## config.mk

```make
export PLATFORM = sky130hd
export DESIGN_NAME = double_ended_queue
export DESIGN_NICKNAME = d
export VERILOG_FILES = /design/src/deq_pkg.sv /design/src/deq_ctrl.sv /design/src/deq_datapath.sv /design/src/double_ended_queue.sv
export VERILOG_INCLUDE_DIRS = /design/src /design/src/src
export SDC_FILE = /design/constraint.sdc
export NUM_CORES = 1
export LEC_CHECK = 0
export ABC_CLOCK_PERIOD_IN_PS = 9100
export BUFFER_PORTS_ARGS = -buffer_cell sky130_fd_sc_hd__buf_2
export CORE_ASPECT_RATIO = 1.2
export CORE_MARGIN = 4
export CORE_UTILIZATION = 55
export CTS_BUF_LIST = sky130_fd_sc_hd__clkbuf_8
export CTS_CLUSTER_DIAMETER = 40
export DETAILED_ROUTE_END_ITERATION = 7
export PLACE_DENSITY = 0.72
export SYNTH_ARGS = -nofsm -noshare
export SYNTH_HDL_FRONTEND = slang
export SYNTH_SLANG_ARGS = --single-unit
```

## constraint.sdc

```tcl
create_clock -name clock -period 9.1 [get_ports clock]
set_input_delay 0.455 -clock clock [delete_from_list [all_inputs] [get_ports clock]]
set_output_delay 0.455 -clock clock [all_outputs]
set_load 0.05 [all_outputs]
```

## src/double_ended_queue_assert.svh

```systemverilog
// Assertion macros for the double-ended queue.
// Used by the datapath; needs nothing else.
`ifndef DOUBLE_ENDED_QUEUE_ASSERT_SVH
`define DOUBLE_ENDED_QUEUE_ASSERT_SVH

// Same-cycle implication, skipped during reset.
`define DEQ_ASSERT_IMP(name, clk, rst, ante, cons, msg) \
   name: assert property (@(posedge clk) disable iff (rst) (ante) |-> (cons)) \
      else $error(msg);

// Next-cycle implication, skipped during reset.
`define DEQ_ASSERT_NXT(name, clk, rst, ante, cons, msg) \
   name: assert property (@(posedge clk) disable iff (rst) (ante) |=> (cons)) \
      else $error(msg);

`endif

```

## src/deq_pkg.sv

```systemverilog
// Shared types and codes for the double-ended queue.
// No dependencies.
package deq_pkg;

   localparam int DATA_W = 32;
   localparam int CAP_W  = 6;
   localparam logic [CAP_W-1:0] CAP_RESET = 6'd32;

   localparam logic [1:0] MODE_INS_FRONT = 2'd0;
   localparam logic [1:0] MODE_REM_FRONT = 2'd1;
   localparam logic [1:0] MODE_INS_BACK  = 2'd2;
   localparam logic [1:0] MODE_REM_BACK  = 2'd3;

   localparam logic [1:0] STAT_OK    = 2'd0;
   localparam logic [1:0] STAT_FULL  = 2'd1;
   localparam logic [1:0] STAT_EMPTY = 2'd2;

   localparam logic CSR_CAPACITY = 1'b0;

   typedef enum logic [1:0] {
      ST_IDLE,
      ST_EXEC,
      ST_FETCH,
      ST_OUT
   } deq_state_type;

   typedef struct packed {
      logic capture;    // latch the accepted item
      logic execute;    // run the operation on the buffer
      logic take_read;  // move the read word to the result register
   } deq_cmd_type;

   typedef struct packed {
      logic remove_ok;  // current item is a removal that will succeed
   } deq_stat_type;

endpackage

```

## src/deq_ctrl.sv

```systemverilog
// Sequencer for the double-ended queue: one item at a time through
// capture, execute, optional read fetch and result hand-off. Uses deq_pkg.
module deq_ctrl (
   input  logic                  clock,
   input  logic                  reset,
   input  logic                  req_tvalid,
   output logic                  req_tready,
   output logic                  rsp_tvalid,
   input  logic                  rsp_tready,
   output deq_pkg::deq_cmd_type  cmd,
   input  deq_pkg::deq_stat_type stat
);
   import deq_pkg::*;

   deq_state_type state_ff, state_in;

   always_ff @(posedge clock) begin
      if (reset) begin
         state_ff <= ST_IDLE;
      end else begin
         state_ff <= state_in;
      end
   end

   always_comb begin
      state_in = state_ff;
      case (state_ff)
         ST_IDLE: begin
            if (req_tvalid) state_in = ST_EXEC;
         end
         ST_EXEC: begin
            state_in = stat.remove_ok ? ST_FETCH : ST_OUT;
         end
         ST_FETCH: begin
            state_in = ST_OUT;
         end
         ST_OUT: begin
            if (rsp_tready) state_in = ST_IDLE;
         end
         default: begin
            state_in = ST_IDLE;
         end
      endcase
   end

   always_comb begin
      req_tready    = 1'b0;
      rsp_tvalid    = 1'b0;
      cmd.capture   = 1'b0;
      cmd.execute   = 1'b0;
      cmd.take_read = 1'b0;
      case (state_ff)
         ST_IDLE: begin
            req_tready  = 1'b1;
            cmd.capture = req_tvalid;
         end
         ST_EXEC: begin
            cmd.execute = 1'b1;
         end
         ST_FETCH: begin
            cmd.take_read = 1'b1;
         end
         ST_OUT: begin
            rsp_tvalid = 1'b1;
         end
         default: begin
            req_tready = 1'b0;
         end
      endcase
   end

endmodule

```

## src/deq_datapath.sv

```systemverilog
// Circular buffer, front index, occupancy and result registers of the
// double-ended queue. Uses deq_pkg and double_ended_queue_assert.svh.
`include "double_ended_queue_assert.svh"

module deq_datapath #(
   parameter int DEPTH = 32
) (
   input  logic                              clock,
   input  logic                              reset,
   input  deq_pkg::deq_cmd_type              cmd,
   output deq_pkg::deq_stat_type             stat,
   input  logic [1:0]                        mode,
   input  logic signed [deq_pkg::DATA_W-1:0] data_in,
   input  logic [deq_pkg::CAP_W-1:0]         capacity,
   output logic [1:0]                        status,
   output logic signed [deq_pkg::DATA_W-1:0] data_out
);
   import deq_pkg::*;

   localparam int IW = (DEPTH > 1) ? $clog2(DEPTH) : 1;
   localparam int OW = $clog2(DEPTH + 1);
   localparam int SW = $clog2(2 * DEPTH);
   localparam int EW = (OW > CAP_W) ? OW : CAP_W;

   logic [1:0]              mode_ff;
   logic [DATA_W-1:0]       word_ff;
   logic [IW-1:0]           front_ff, front_in;
   logic [OW-1:0]           occ_ff, occ_in;
   logic [1:0]              status_ff;
   logic [DATA_W-1:0]       out_data_ff;
   logic [DATA_W-1:0]       rd_data_ff;
   logic [DATA_W-1:0]       mem [DEPTH];

   logic                    is_insert, at_front, full, empty;
   logic [SW-1:0]           sum_back, sum_last;
   logic [IW-1:0]           front_dec, front_inc, back_ins, back_last;
   logic [IW-1:0]           addr;
   logic                    mem_we, mem_re;

   function automatic logic [IW-1:0] wrap_pos(input logic [SW-1:0] pos);
      logic [SW-1:0] w;
      w = (pos >= SW'(DEPTH)) ? pos - SW'(DEPTH) : pos;
      return w[IW-1:0];
   endfunction

   assign is_insert = (mode_ff == MODE_INS_FRONT) || (mode_ff == MODE_INS_BACK);
   assign at_front  = (mode_ff == MODE_INS_FRONT) || (mode_ff == MODE_REM_FRONT);
   // capacity above DEPTH saturates: a full buffer refuses regardless
   assign full      = (occ_ff == OW'(DEPTH)) || (EW'(occ_ff) >= EW'(capacity));
   assign empty     = (occ_ff == '0);

   assign sum_back  = SW'(front_ff) + SW'(occ_ff);
   assign sum_last  = sum_back - SW'(1);
   assign front_dec = (front_ff == '0) ? IW'(DEPTH - 1) : front_ff - IW'(1);
   assign front_inc = (front_ff == IW'(DEPTH - 1)) ? '0 : front_ff + IW'(1);
   assign back_ins  = wrap_pos(sum_back);
   assign back_last = wrap_pos(sum_last);

   assign stat.remove_ok = !is_insert && !empty;

   always_comb begin
      front_in = front_ff;
      occ_in   = occ_ff;
      addr     = front_ff;
      mem_we   = 1'b0;
      mem_re   = 1'b0;
      if (cmd.execute) begin
         if (is_insert && !full) begin
            mem_we = 1'b1;
            occ_in = occ_ff + OW'(1);
            if (at_front) begin
               addr     = front_dec;
               front_in = front_dec;
            end else begin
               addr = back_ins;
            end
         end else if (!is_insert && !empty) begin
            mem_re = 1'b1;
            occ_in = occ_ff - OW'(1);
            if (at_front) begin
               addr     = front_ff;
               front_in = front_inc;
            end else begin
               addr = back_last;
            end
         end
      end
   end

   always_ff @(posedge clock) begin
      if (reset) begin
         front_ff <= '0;
         occ_ff   <= '0;
      end else begin
         front_ff <= front_in;
         occ_ff   <= occ_in;
      end
   end

   always_ff @(posedge clock) begin
      if (mem_we) mem[addr] <= word_ff;
      if (mem_re) rd_data_ff <= mem[addr];
   end

   always_ff @(posedge clock) begin
      if (cmd.capture) begin
         mode_ff <= mode;
         word_ff <= data_in;
      end
      if (cmd.execute) begin
         out_data_ff <= '0;
         if (is_insert) begin
            status_ff <= full ? STAT_FULL : STAT_OK;
         end else begin
            status_ff <= empty ? STAT_EMPTY : STAT_OK;
         end
      end else if (cmd.take_read) begin
         out_data_ff <= rd_data_ff;
      end
   end

   assign status   = status_ff;
   assign data_out = out_data_ff;

   `DEQ_ASSERT_IMP(a_occ_bound, clock, reset, 1'b1, occ_ff <= OW'(DEPTH),
      "occupancy above depth")
   `DEQ_ASSERT_NXT(a_refused_hold, clock, reset,
      cmd.execute && is_insert && full, $stable(occ_ff) && $stable(front_ff),
      "refused insert changed the queue")
   `DEQ_ASSERT_NXT(a_remove_dec, clock, reset, cmd.execute && stat.remove_ok,
      occ_ff == $past(occ_ff) - OW'(1), "removal did not drop occupancy")
   `DEQ_ASSERT_IMP(a_one_port_op, clock, reset, 1'b1, !(mem_we && mem_re),
      "buffer read and write in one cycle")

endmodule

```

## src/double_ended_queue.sv

```systemverilog
// Double-ended queue of signed 32-bit words in a DEPTH-entry circular buffer.
// Once an item is accepted, the controller steps through EXEC and then OUT,
// where the result is valid; a successful removal passes FETCH in between
// (registered buffer read). A new item is taken only after the result has
// been handed off with rsp_tready high, in the capture/execute/fetch/hand-off order.
// Reset (synchronous): queue empty, front index zero, capacity 32.
module double_ended_queue #(
   parameter int DEPTH = 32
) (
   input  logic                              clock,
   input  logic                              reset,
   input  logic                              req_tvalid,
   output logic                              req_tready,
   input  logic signed [deq_pkg::DATA_W-1:0] req_tdata,  // [31:0] data_in
   input  logic [1:0]                        req_tuser,  // [1:0] mode
   output logic                              rsp_tvalid,
   input  logic                              rsp_tready,
   output logic signed [deq_pkg::DATA_W-1:0] rsp_tdata,  // [31:0] data_out
   output logic [1:0]                        rsp_tuser,  // [1:0] status
   input  logic                              csr_psel,
   input  logic                              csr_penable,
   input  logic                              csr_pwrite,
   input  logic [2:0]                        csr_paddr,
   input  logic [31:0]                       csr_pwdata,
   output logic [31:0]                       csr_prdata,
   output logic                              csr_pready
);
   import deq_pkg::*;

   logic [CAP_W-1:0] cap_ff;
   logic             csr_wr;
   deq_cmd_type      cmd;
   deq_stat_type     stat;

   assign csr_pready = 1'b1;
   assign csr_wr     = csr_psel && csr_penable && csr_pwrite && csr_pready;

   always_ff @(posedge clock) begin
      if (reset) begin
         cap_ff <= CAP_RESET;
      end else if (csr_wr && (csr_paddr[2] == CSR_CAPACITY)) begin
         cap_ff <= csr_pwdata[CAP_W-1:0];
      end
   end

   assign csr_prdata = (csr_paddr[2] == CSR_CAPACITY) ? {{(32-CAP_W){1'b0}}, cap_ff} : '0;

   deq_ctrl u_ctrl (
      .clock      (clock),
      .reset      (reset),
      .req_tvalid (req_tvalid),
      .req_tready (req_tready),
      .rsp_tvalid (rsp_tvalid),
      .rsp_tready (rsp_tready),
      .cmd        (cmd),
      .stat       (stat)
   );

   deq_datapath #(
      .DEPTH (DEPTH)
   ) u_datapath (
      .clock    (clock),
      .reset    (reset),
      .cmd      (cmd),
      .stat     (stat),
      .mode     (req_tuser),
      .data_in  (req_tdata),
      .capacity (cap_ff),
      .status   (rsp_tuser),
      .data_out (rsp_tdata)
   );

endmodule
```

==> results.md, run 1 <==
- In this run the most used layer during global routing was met2.
- The ratio of final minimum period to clock period is 0.6202.
- The most used flip-flop cell after synthesis is sky130_fd_sc_hd__edfxtp_1.
- The cell family contributing the most delay on the critical path is simple AND/OR/NAND/NOR gates.
- The number of nets at the end of the flow is about 3,200.
- The number of input and output port buffers inserted is 89.
- The mean post-synth cell area is between 15 and 20 sq um.
- IR analysis of the VDD net gives a maximum drop of ~0.49 mV.
- The number of failing hold endpoints at the final stage was 0.
- Traced cell by cell, the critical path runs through inv_1, ha_2, buf_4, nand3_1, a21o_1, mux2i_1, o21ba_4, buf_12, nand2_1, o22ai_1, or3_1, nand4_1.
- Measured on the finished design, the core utilization comes to 0.6211.
- The via count of the first global-routing pass is 26,470.
- The arrival time reported for the critical path endpoint is about 6 ns.
- In the routed design, unresolved DRC markers number 0.
- The average wire per cell in the routed design is 26.95 um.
- In the global route stage, met1 resource usage came out at 0.3533.
- The post-route setup TNS is 0 ns.
- The top-level port count is about 150.
- The starting density of the core is 0.5550.
- The biggest cell delay along the critical path is approximately 1 ns.
- The endpoint identified for the worst register-to-register timing path is u_datapath.rd_data_ff[19].
- The fraction of final layout cells sized beyond drive strength 1 is 0.1530.
- The met2 usage in global routing is 0.4480.
- Wires add up to 115.8 mm.
- Before antenna repair, the detailed router went through 6 iterations.
- The worst hold path begins at req_tvalid.
- The data required time of the critical path is approximately 9.6 ns.
- Compared with the post-synthesis result, the final layout area differs by 11.90%.
- The worst path buffer plus inverter count is 3.
- For this run, the top clock speed supported by timing is approximately 0.18 GHz.
- The critical path class is reg -> reg.
- The largest net degree at the start of global routing is approximately 200.
- For this run, asynchronously set or reset flops after synthesis account for 0.
- In this run the power density over the cells is ~330 mW/mm^2.
- STA classifies the critical path startpoint as a flip-flop.
- Among all stages on the critical path, the largest delay is contributed by sky130_fd_sc_hd__nand2_1.
- For the pin with the worst max-slew slack, the measured transition is between 1 and 1.5 ns.
- The die covers approximately 0.086 sq mm.
- Row generation in the floorplan step produced around 110 rows.
- The class of the most critical hold timing path is in -> reg.
- The number of endpoints failing setup at the final stage is 0.
- In this run, post-CTS repair resized a total of 0 instances.
- The clock slew at the register clock pins of the worst setup and hold paths is around 0.070 ns.
- Buffers inserted to repair hold after CTS numbered 46.
- The TritonCTS clock tree is done.
- The minimum clock period is 5.644 ns.
- The initial DRC count is about 3,400.
- The maximum net fanout on the critical path is a little under 200.
- Detailed placement ended at an HPWL of between 60 and 70 mm.
- The final weighted congestion in routability-driven placement is 0.8271.
- The global-route wire length before repair is 169.2 mm.
- The relative slew slack is 0.1255.
- The logic depth of the worst register-to-register path is 12.
- For this run the aggregate overflow at the end of global routing stands at 0.
- The number of cells on the worst hold path is 5.
- The initial antenna violation count is 6.
- TritonCTS created ~180 clock buffers.
- The vertical die dimension is approximately 320 um.
- Yosys printed 0 warnings.
- The ratio of routed vias to standard cells is roughly 6.2.
- The total count of max-transition violations in the final report is 0.
- After synthesis the netlist holds a flip-flop and latch count of around 1,100.
- The kind of end point of the critical path is a flip-flop.
- The longest clock path from root to sink contains 3 buffers.
- The total setup buffers inserted after CTS is 0.
- In the global route stage, met3 resource usage came out at 0.05209.
- The post-synthesis cell area is approximately 0.045 sq mm.
- Setup repair after global routing left no endpoint under its margin.
- For this design the static power due to leakage is roughly 17 nW.
- The die span in x is 268.6 um.
- Once detail routing completed, the nets flagged for antenna violations numbered 0.
- Fill cells in the final layout number about 5,800.
- The count of vias placed by the detailed router is ~27,000.
- Clock tree synthesis selected as its root buffer the cell sky130_fd_sc_hd__clkbuf_8.
- The total core area is slightly above 0.08 sq mm.
- For the worst-skew pair, the clock arrives at the later sink with an insertion delay of ~0.82 ns.
- The tree built by TritonCTS fans out to 1,143 sinks.
- In the global route stage, overall resource usage came out at 0.2682.
- The number of flops mapped to enable cells by yosys is 1,092.
- The count of different cell masters after synthesis is 64.
- The flow ran to the end, and the final reports show no timing, DRC or antenna violations.
- The cell count after synthesis came out at between 2,000 and 3,000.
- The completed layout was analyzed and its total power is 16.35 mW.
- The origin of the critical flop-to-flop path is u_ctrl.state_ff[1].
- For this run, the register share of the synthesized area comes to 0.7546.
- The flop-to-flop setup slack is approximately 3.5 ns.
- The H-tree generated during clock tree synthesis spans 4 levels.
- For hold timing, the worst endpoint is u_ctrl.state_ff[1].
- The tool flagged a number of max-cap violations equal to 0.
- Across the routed clock network, the largest skew measured is approximately 0.035 ns.
cell type report:
cell class | count | area [sq um] | area share
inverters | 23 | 87.58 | 0.001747
multi-input cells | 1574 | 10230 | 0.2041
diodes | 4 | 10.01 | 0.0001996
clock inverters | 119 | 681.9 | 0.01360
clock buffers | 188 | 2587 | 0.05160
well taps | 1044 | 1306 | 0.02605
repair buffers | 202 | 1421 | 0.02835
flip-flops and latches | 1143 | 33810 | 0.6743
cell families after synthesis:
kind of cell    Yosys count  synth area share
xor+xnor                 12          0.002653
simple gates            841           0.08274
mux                     304           0.07059
fa+ha+maj                24          0.007036
flops                  1143            0.7546
compound gates          366           0.05596
buf+inv                 222           0.02628
other cells               2         0.0001676
worst max-delay path by stage:
stage | cells past startpoint | slack [ns] | endpoint | from
after floorplan | 15 | 4.52 | u_datapath.mem[11][0] | u_datapath.occ_ff[0]
after global placement | 12 | 3.67 | u_datapath.rd_data_ff[19] | u_ctrl.state_ff[1]
after detailed placement | 12 | 3.61 | u_datapath.rd_data_ff[19] | u_ctrl.state_ff[1]
after CTS | 12 | 3.57 | u_datapath.rd_data_ff[19] | u_ctrl.state_ff[1]
after global routing | 12 | 3.32 | u_datapath.rd_data_ff[19] | u_ctrl.state_ff[1]
final | 12 | 3.46 | u_datapath.rd_data_ff[19] | u_ctrl.state_ff[1]
synth_stat cells (all sizes together) (2+ instances only):
| cell | instances | share of area |
|---|---|---|
| a211o | 2 | 0.00039 |
| a211oi | 8 | 0.0013 |
| a21o | 4 | 0.00067 |
| a21oi | 85 | 0.0095 |
| a221oi | 49 | 0.0096 |
| a22o | 2 | 0.00039 |
| a311oi | 5 | 0.00098 |
| a31oi | 5 | 0.00084 |
| a32oi | 70 | 0.014 |
| and2 | 7 | 0.00098 |
| and3 | 4 | 0.00056 |
| buf | 113 | 0.017 |
| clkbuf | 86 | 0.0072 |
| conb | 2 | 0.00017 |
| dfxtp | 51 | 0.023 |
| edfxtp | 1092 | 0.73 |
| fa | 2 | 0.00089 |
| ha | 22 | 0.0061 |
| inv | 22 | 0.0018 |
| mux2 | 96 | 0.024 |
| mux2i | 208 | 0.046 |
| nand2 | 450 | 0.038 |
| nand2b | 6 | 0.00084 |
| nand3 | 151 | 0.017 |
| nand3b | 4 | 0.00067 |
| nand4 | 67 | 0.0094 |
| nor2 | 109 | 0.0094 |
| nor2b | 3 | 0.00042 |
| nor3 | 3 | 0.00033 |
| nor4 | 2 | 0.00028 |
| o211a | 3 | 0.00067 |
| o211ai | 5 | 0.00095 |
| o21ai | 42 | 0.0047 |
| o22ai | 81 | 0.011 |
| or2 | 3 | 0.00042 |
| or3 | 26 | 0.0036 |
| xnor2 | 6 | 0.0012 |
| xor2 | 5 | 0.00098 |
power by group:
| part | internal, mW | switching (mW) |
|---|---|---|
| clock | 2.05 | 1.94 |
| combinational | 1.69 | 3.89 |
| sequential | 6.40 | 0.380 |
worst reg2reg max path, delay by kind of cell (launching register included):
| kind | cells | cell delay [ns] |
|---|---|---|
| and+or+nand+nor | 4 | 1.76 |
| buffers and inverters | 3 | 1.19 |
| AOI/OAI and AO/OA | 3 | 1.16 |
| adders and majority gates | 1 | 0.50 |
| muxes | 1 | 0.37 |
| DFF | 1 | 0.35 |
per-layer routing:
metal  up-vias  wire [um]
met1     13330      42990
li1      11580          -
met2      1600      57250
met5         -          0
met3       283      11380
met4         0       4190
stage by stage:
stage | cells | worst slack (ns) | area (sq um) | hold WS, ns
floorplan | 2939 | 4.524 | 44900 | 0.4354
global placement | 3940 | 3.671 | 46400 | 0.4482
detailed placement | 3940 | 3.608 | 46400 | 0.4493
CTS | 4293 | 3.568 | 50130 | 0.09384
global route | 4295 | 3.322 | 50140 | 0.1584
finish | 4297 | 3.456 | 50140 | 0.1418
sequential cells by signal, summed over array words and instances, names as in the netlist:
name                   cells
u_datapath.mem          1024
u_ctrl.state_ff            2
u_datapath.data_out       32
u_datapath.mode_ff         2
cap_ff                     6
u_datapath.word_ff        32
u_datapath.front_ff        5
u_datapath.occ_ff          6
u_datapath.rd_data_ff     32
u_datapath.status          2
layout by cell type, fill, tap and decap left out, drive strengths merged, types with 81 or more instances in the layout:
cell type and instances:
o22ai 81, buf 156, nand2 450, mux2 96, clkbuf 188, nor2 109
mux2i 208, edfxtp 1092, a21oi 85, nand3 151, inv 88
(Power assumes the default switching activity.)
==> inputs of run 2 (changes only) <==
Settings changed: ABC_CLOCK_PERIOD_IN_PS 9100 to 5900.
Clock period 9.1 ns to 5.9 ns, I/O delays scaled along.
==> run 2 against run 1 <==
First-iteration DRC count decreased by 3.1%. Power increased by 55%. Core utilization increased by 0.55 points. Sequential power increased by 53%. Cell area increased by 0.88%. Combinational power increased by 57%. Clock power increased by 53%. Final cell count increased by 0.49%. Routed wire length decreased by 1.6%. Register-to-register slack got worse by 2.3 ns. Fmax increased by 18%. Highest routed layer is now met5.
==> results.md, run 2 (synthesis results as in run 1) <==
- The flow ran to the end, and the final reports show no timing, DRC or antenna violations.
- The origin of the critical flop-to-flop path is u_datapath.occ_ff[0].
- The data required time of the critical path came to 6.39 ns (-3.21 ns).
- The maximum number of buffers from clock root to sink is 3 (unchanged).
- The fraction of final layout cells sized beyond drive strength 1 was 0.1532 (+0.0001940).
- The total core area was 0.08073 sq mm (unchanged).
- The count of vias placed by the detailed router was 26,770 (-0.067%).
- In this run the critical register-to-register path is captured at u_datapath.mem[14][7].
- The largest net degree at the start of global routing is 120 (-40%).
- The number of buffers inserted for hold repair after clock tree synthesis is 50 (+8.7%).
- The total count of max-transition violations in the final report is 0 (unchanged).
- The initial DRC count is 3,300 (-3.1%).
- In this run the worst setup path begins at u_datapath.occ_ff[0].
- The ratio of final minimum period to clock period is 0.8104 (+0.1903).
- The number of nets at the end of the flow is 3,237 (+0.53%).
- The total routing usage reported by global routing is 0.2633 (-0.004934).
- The number of input and output port buffers inserted is 89 (unchanged).
- The transition at the pin with the smallest max-transition slack is 1.296 ns (-0.01148 ns).
- From synthesis to final layout, the design area changed by 12.88%.
- The global-route wire length before repair came to 166.6 mm (-1.6%).
- The top-level port count is 145 (unchanged).
- The residual antenna-violating net count after detailed routing is 0 (unchanged).
- The worst clock skew is 0.03709 ns (+0.001859 ns).
- CTS placed an instance of sky130_fd_sc_hd__clkbuf_8 at the clock tree root.
- The tightest min-delay check is of the in -> reg type.
- TritonCTS built the clock tree.
- The relative slew slack is 0.1363 (+0.01087).
- The logic depth of the worst register-to-register path is 13 (+1).
- The power per standard cell area is 500.2 mW/mm^2 (+53%).
- The highest attainable clock frequency is 0.2091 GHz (+18%).
- The final weighted congestion in routability-driven placement is 0.8269 (about the same).
- The floorplan row count came to 114 (unchanged).
- The utilization after layout was 0.6265 (+0.005455).
- The minimum clock period is 4.782 ns (-0.8619 ns).
- The startpoint type of the worst setup path is a flip-flop.
- In the layout the commonest cells are 1,092 x sky130_fd_sc_hd__edfxtp_1, 446 x sky130_fd_sc_hd__nand2_1, 207 x sky130_fd_sc_hd__mux2i_1, 191 x sky130_fd_sc_hd__clkbuf_8, 151 x sky130_fd_sc_hd__nand3_1.
- The sequential standard cell area came to 0.03381 sq mm (unchanged).
- The initial antenna violation count came to 4 (-2).
- The post-route setup TNS is 0 ns (unchanged).
- The number of sinks on the clock net is 1,143 (unchanged).
- The count of unresolved DRC violations after routing came to 0 (unchanged).
- The leftover overflow at the end of global routing was 0 (unchanged).
- The area of the die is 0.08612 sq mm (unchanged).
- The TritonCTS buffer count is 177 (+0.57%).
- Setup repair after global routing left no endpoint under its margin.
- The post-detailed-placement half-perimeter wirelength is 62.12 mm (-2.8%).
- The average wire per cell in the routed design is 26.40 um (-2.0%).
- The flop-to-flop setup slack came to 1.12 ns (-2.34 ns).
- The vertical die dimension was 320.7 um (unchanged).
- The max capacitance violation total is 0 (unchanged).
- The clock slew at the register clock pins of the worst setup and hold paths is 0.06 ns (about the same).
- The power after layout came to 25.30 mW (+55%).
- The cell leakage power is 16.78 nW (+1.1%).
- The number of cells on the worst hold path was 2 (-3).
- The multi-input combinational cell area is 0.01024 sq mm (about the same).
- The starting density of the core is 0.5550 (unchanged).
- The via count of the first global-routing pass was 26,590 (+0.45%).
- The post-cts resize count came to 0 (unchanged).
- The total setup buffers inserted after CTS is 0 (unchanged).
- The clock insertion delay at the later pin of the skew report came to 0.83 ns (about the same).
- The number of failing hold endpoints at the final stage came to 0 (unchanged).
- Ranked by flip-flop count, first place goes to u_datapath.mem.
- The maximum net fanout on the critical path is 20 (-90%).
- The routed wire length is 114.0 mm (-1.6%).
- The critical path is of the reg -> reg type.
- The number of endpoints failing setup at the final stage is 0 (unchanged).
- The worst hold path begins at req_tdata[2].
- The arrival time reported for the critical path endpoint is 5.27 ns (-0.88 ns).
- The number of flip-flops under the largest register name is 1,024 (unchanged).
- The highest ir drop seen on vdd was 0.5034 mV (+2.9%).
- The ratio of routed vias to standard cells is 6.200 (-0.55%).
- The die span in x is 268.6 um (unchanged).
- STA classifies the critical path endpoint as a flip-flop.
- The worst min-delay path endpoint is u_datapath.word_ff[2].
- The library cell used most frequently in the layout, excluding fill and tap cells, is sky130_fd_sc_hd__edfxtp_1.
- The number of fill cells in the layout is 5,604 (-2.7%).
- The number of detailed-route iterations in the first pass is 6 (unchanged).
- The H-tree depth reported by CTS was 4 (unchanged).
==> run 2: changes by cell type in the layout (fill, tap and decap cells not counted), moves of 4 or more <==
| cell | previous run | this run |
|---|---|---|
| sky130_fd_sc_hd__clkinv_2 | 20 | 11 |
| sky130_fd_sc_hd__dlygate4sd3_1 | 46 | 50 |
| sky130_fd_sc_hd__buf_4 | 66 | 55 |
| sky130_fd_sc_hd__inv_1 | 78 | 89 |
| sky130_fd_sc_hd__buf_12 | 1 | 24 |
==> run 2: worst max path at each step <==
stage	end	slack [ns]	depth (start not counted)
after detailed placement	u_datapath.mem[14][9]	1.24	12
after global placement	u_datapath.mem[14][31]	1.32	13
final	u_datapath.mem[14][7]	1.12	13
after floorplan	u_datapath.mem[11][0]	1.32	15
after global routing	u_datapath.mem[14][7]	0.92	13
after CTS	u_datapath.mem[14][7]	1.18	13
==> run 2: report_power, final <==
part           internal [mW]  switching, mW
Clock                   3.12           2.99
Combinational           2.73           6.02
Sequential              9.87          0.575
Total                   15.7           9.58
==> run 2: cell type report <==
type                            count  area share
Clock buffer                      191     0.05197
Sequential cell                  1143      0.6685
Tap cell                         1044     0.02582
Multi-Input combinational cell   1574      0.2024
Antenna cell                        3   0.0001484
Inverter                           23    0.001732
Timing Repair Buffer              218     0.03636
Clock inverter                    122     0.01306
==> run 2: routing by layer <==
metal,wire length (um),GRT usage,vias to the layer above,share of wire
li1,-,-,11610,-
met1,42670,0.3474,13310,0.37
met2,55530,0.4321,1545,0.49
met3,10500,0.04358,306,0.092
met4,5293,0.1232,2,0.046
met5,13,0,-,0.00011
==> run 2: stage by stage <==
step	cells	instance area, sq um	hold WS (ns)	worst slack, ns
6_report	4318	50580	0.1800	1.118
5_1_grt	4317	50580	0.1466	0.9244
4_1_cts	4315	50570	0.1069	1.180
3_5_place_dp	3952	46780	0.4530	1.239
3_3_place_gp	3952	46780	0.4515	1.317
2_1_floorplan	2939	44900	0.3939	1.324
==> run 2: critical path: stages (launching register included) <==
cell and delay (ns):
sky130_fd_sc_hd__dfxtp_1 0.50, sky130_fd_sc_hd__inv_1 0.13, sky130_fd_sc_hd__ha_1 0.29, sky130_fd_sc_hd__nand2b_1 0.15, sky130_fd_sc_hd__a21oi_1 0.33, sky130_fd_sc_hd__o211a_2 0.38
sky130_fd_sc_hd__clkinv_2 0.25, sky130_fd_sc_hd__nand2_1 0.19, sky130_fd_sc_hd__nand2_2 0.34, sky130_fd_sc_hd__buf_4 0.40, sky130_fd_sc_hd__nor2_4 0.17, sky130_fd_sc_hd__nand2_1 0.28
sky130_fd_sc_hd__nor2_4 0.68, sky130_fd_sc_hd__buf_12 0.29
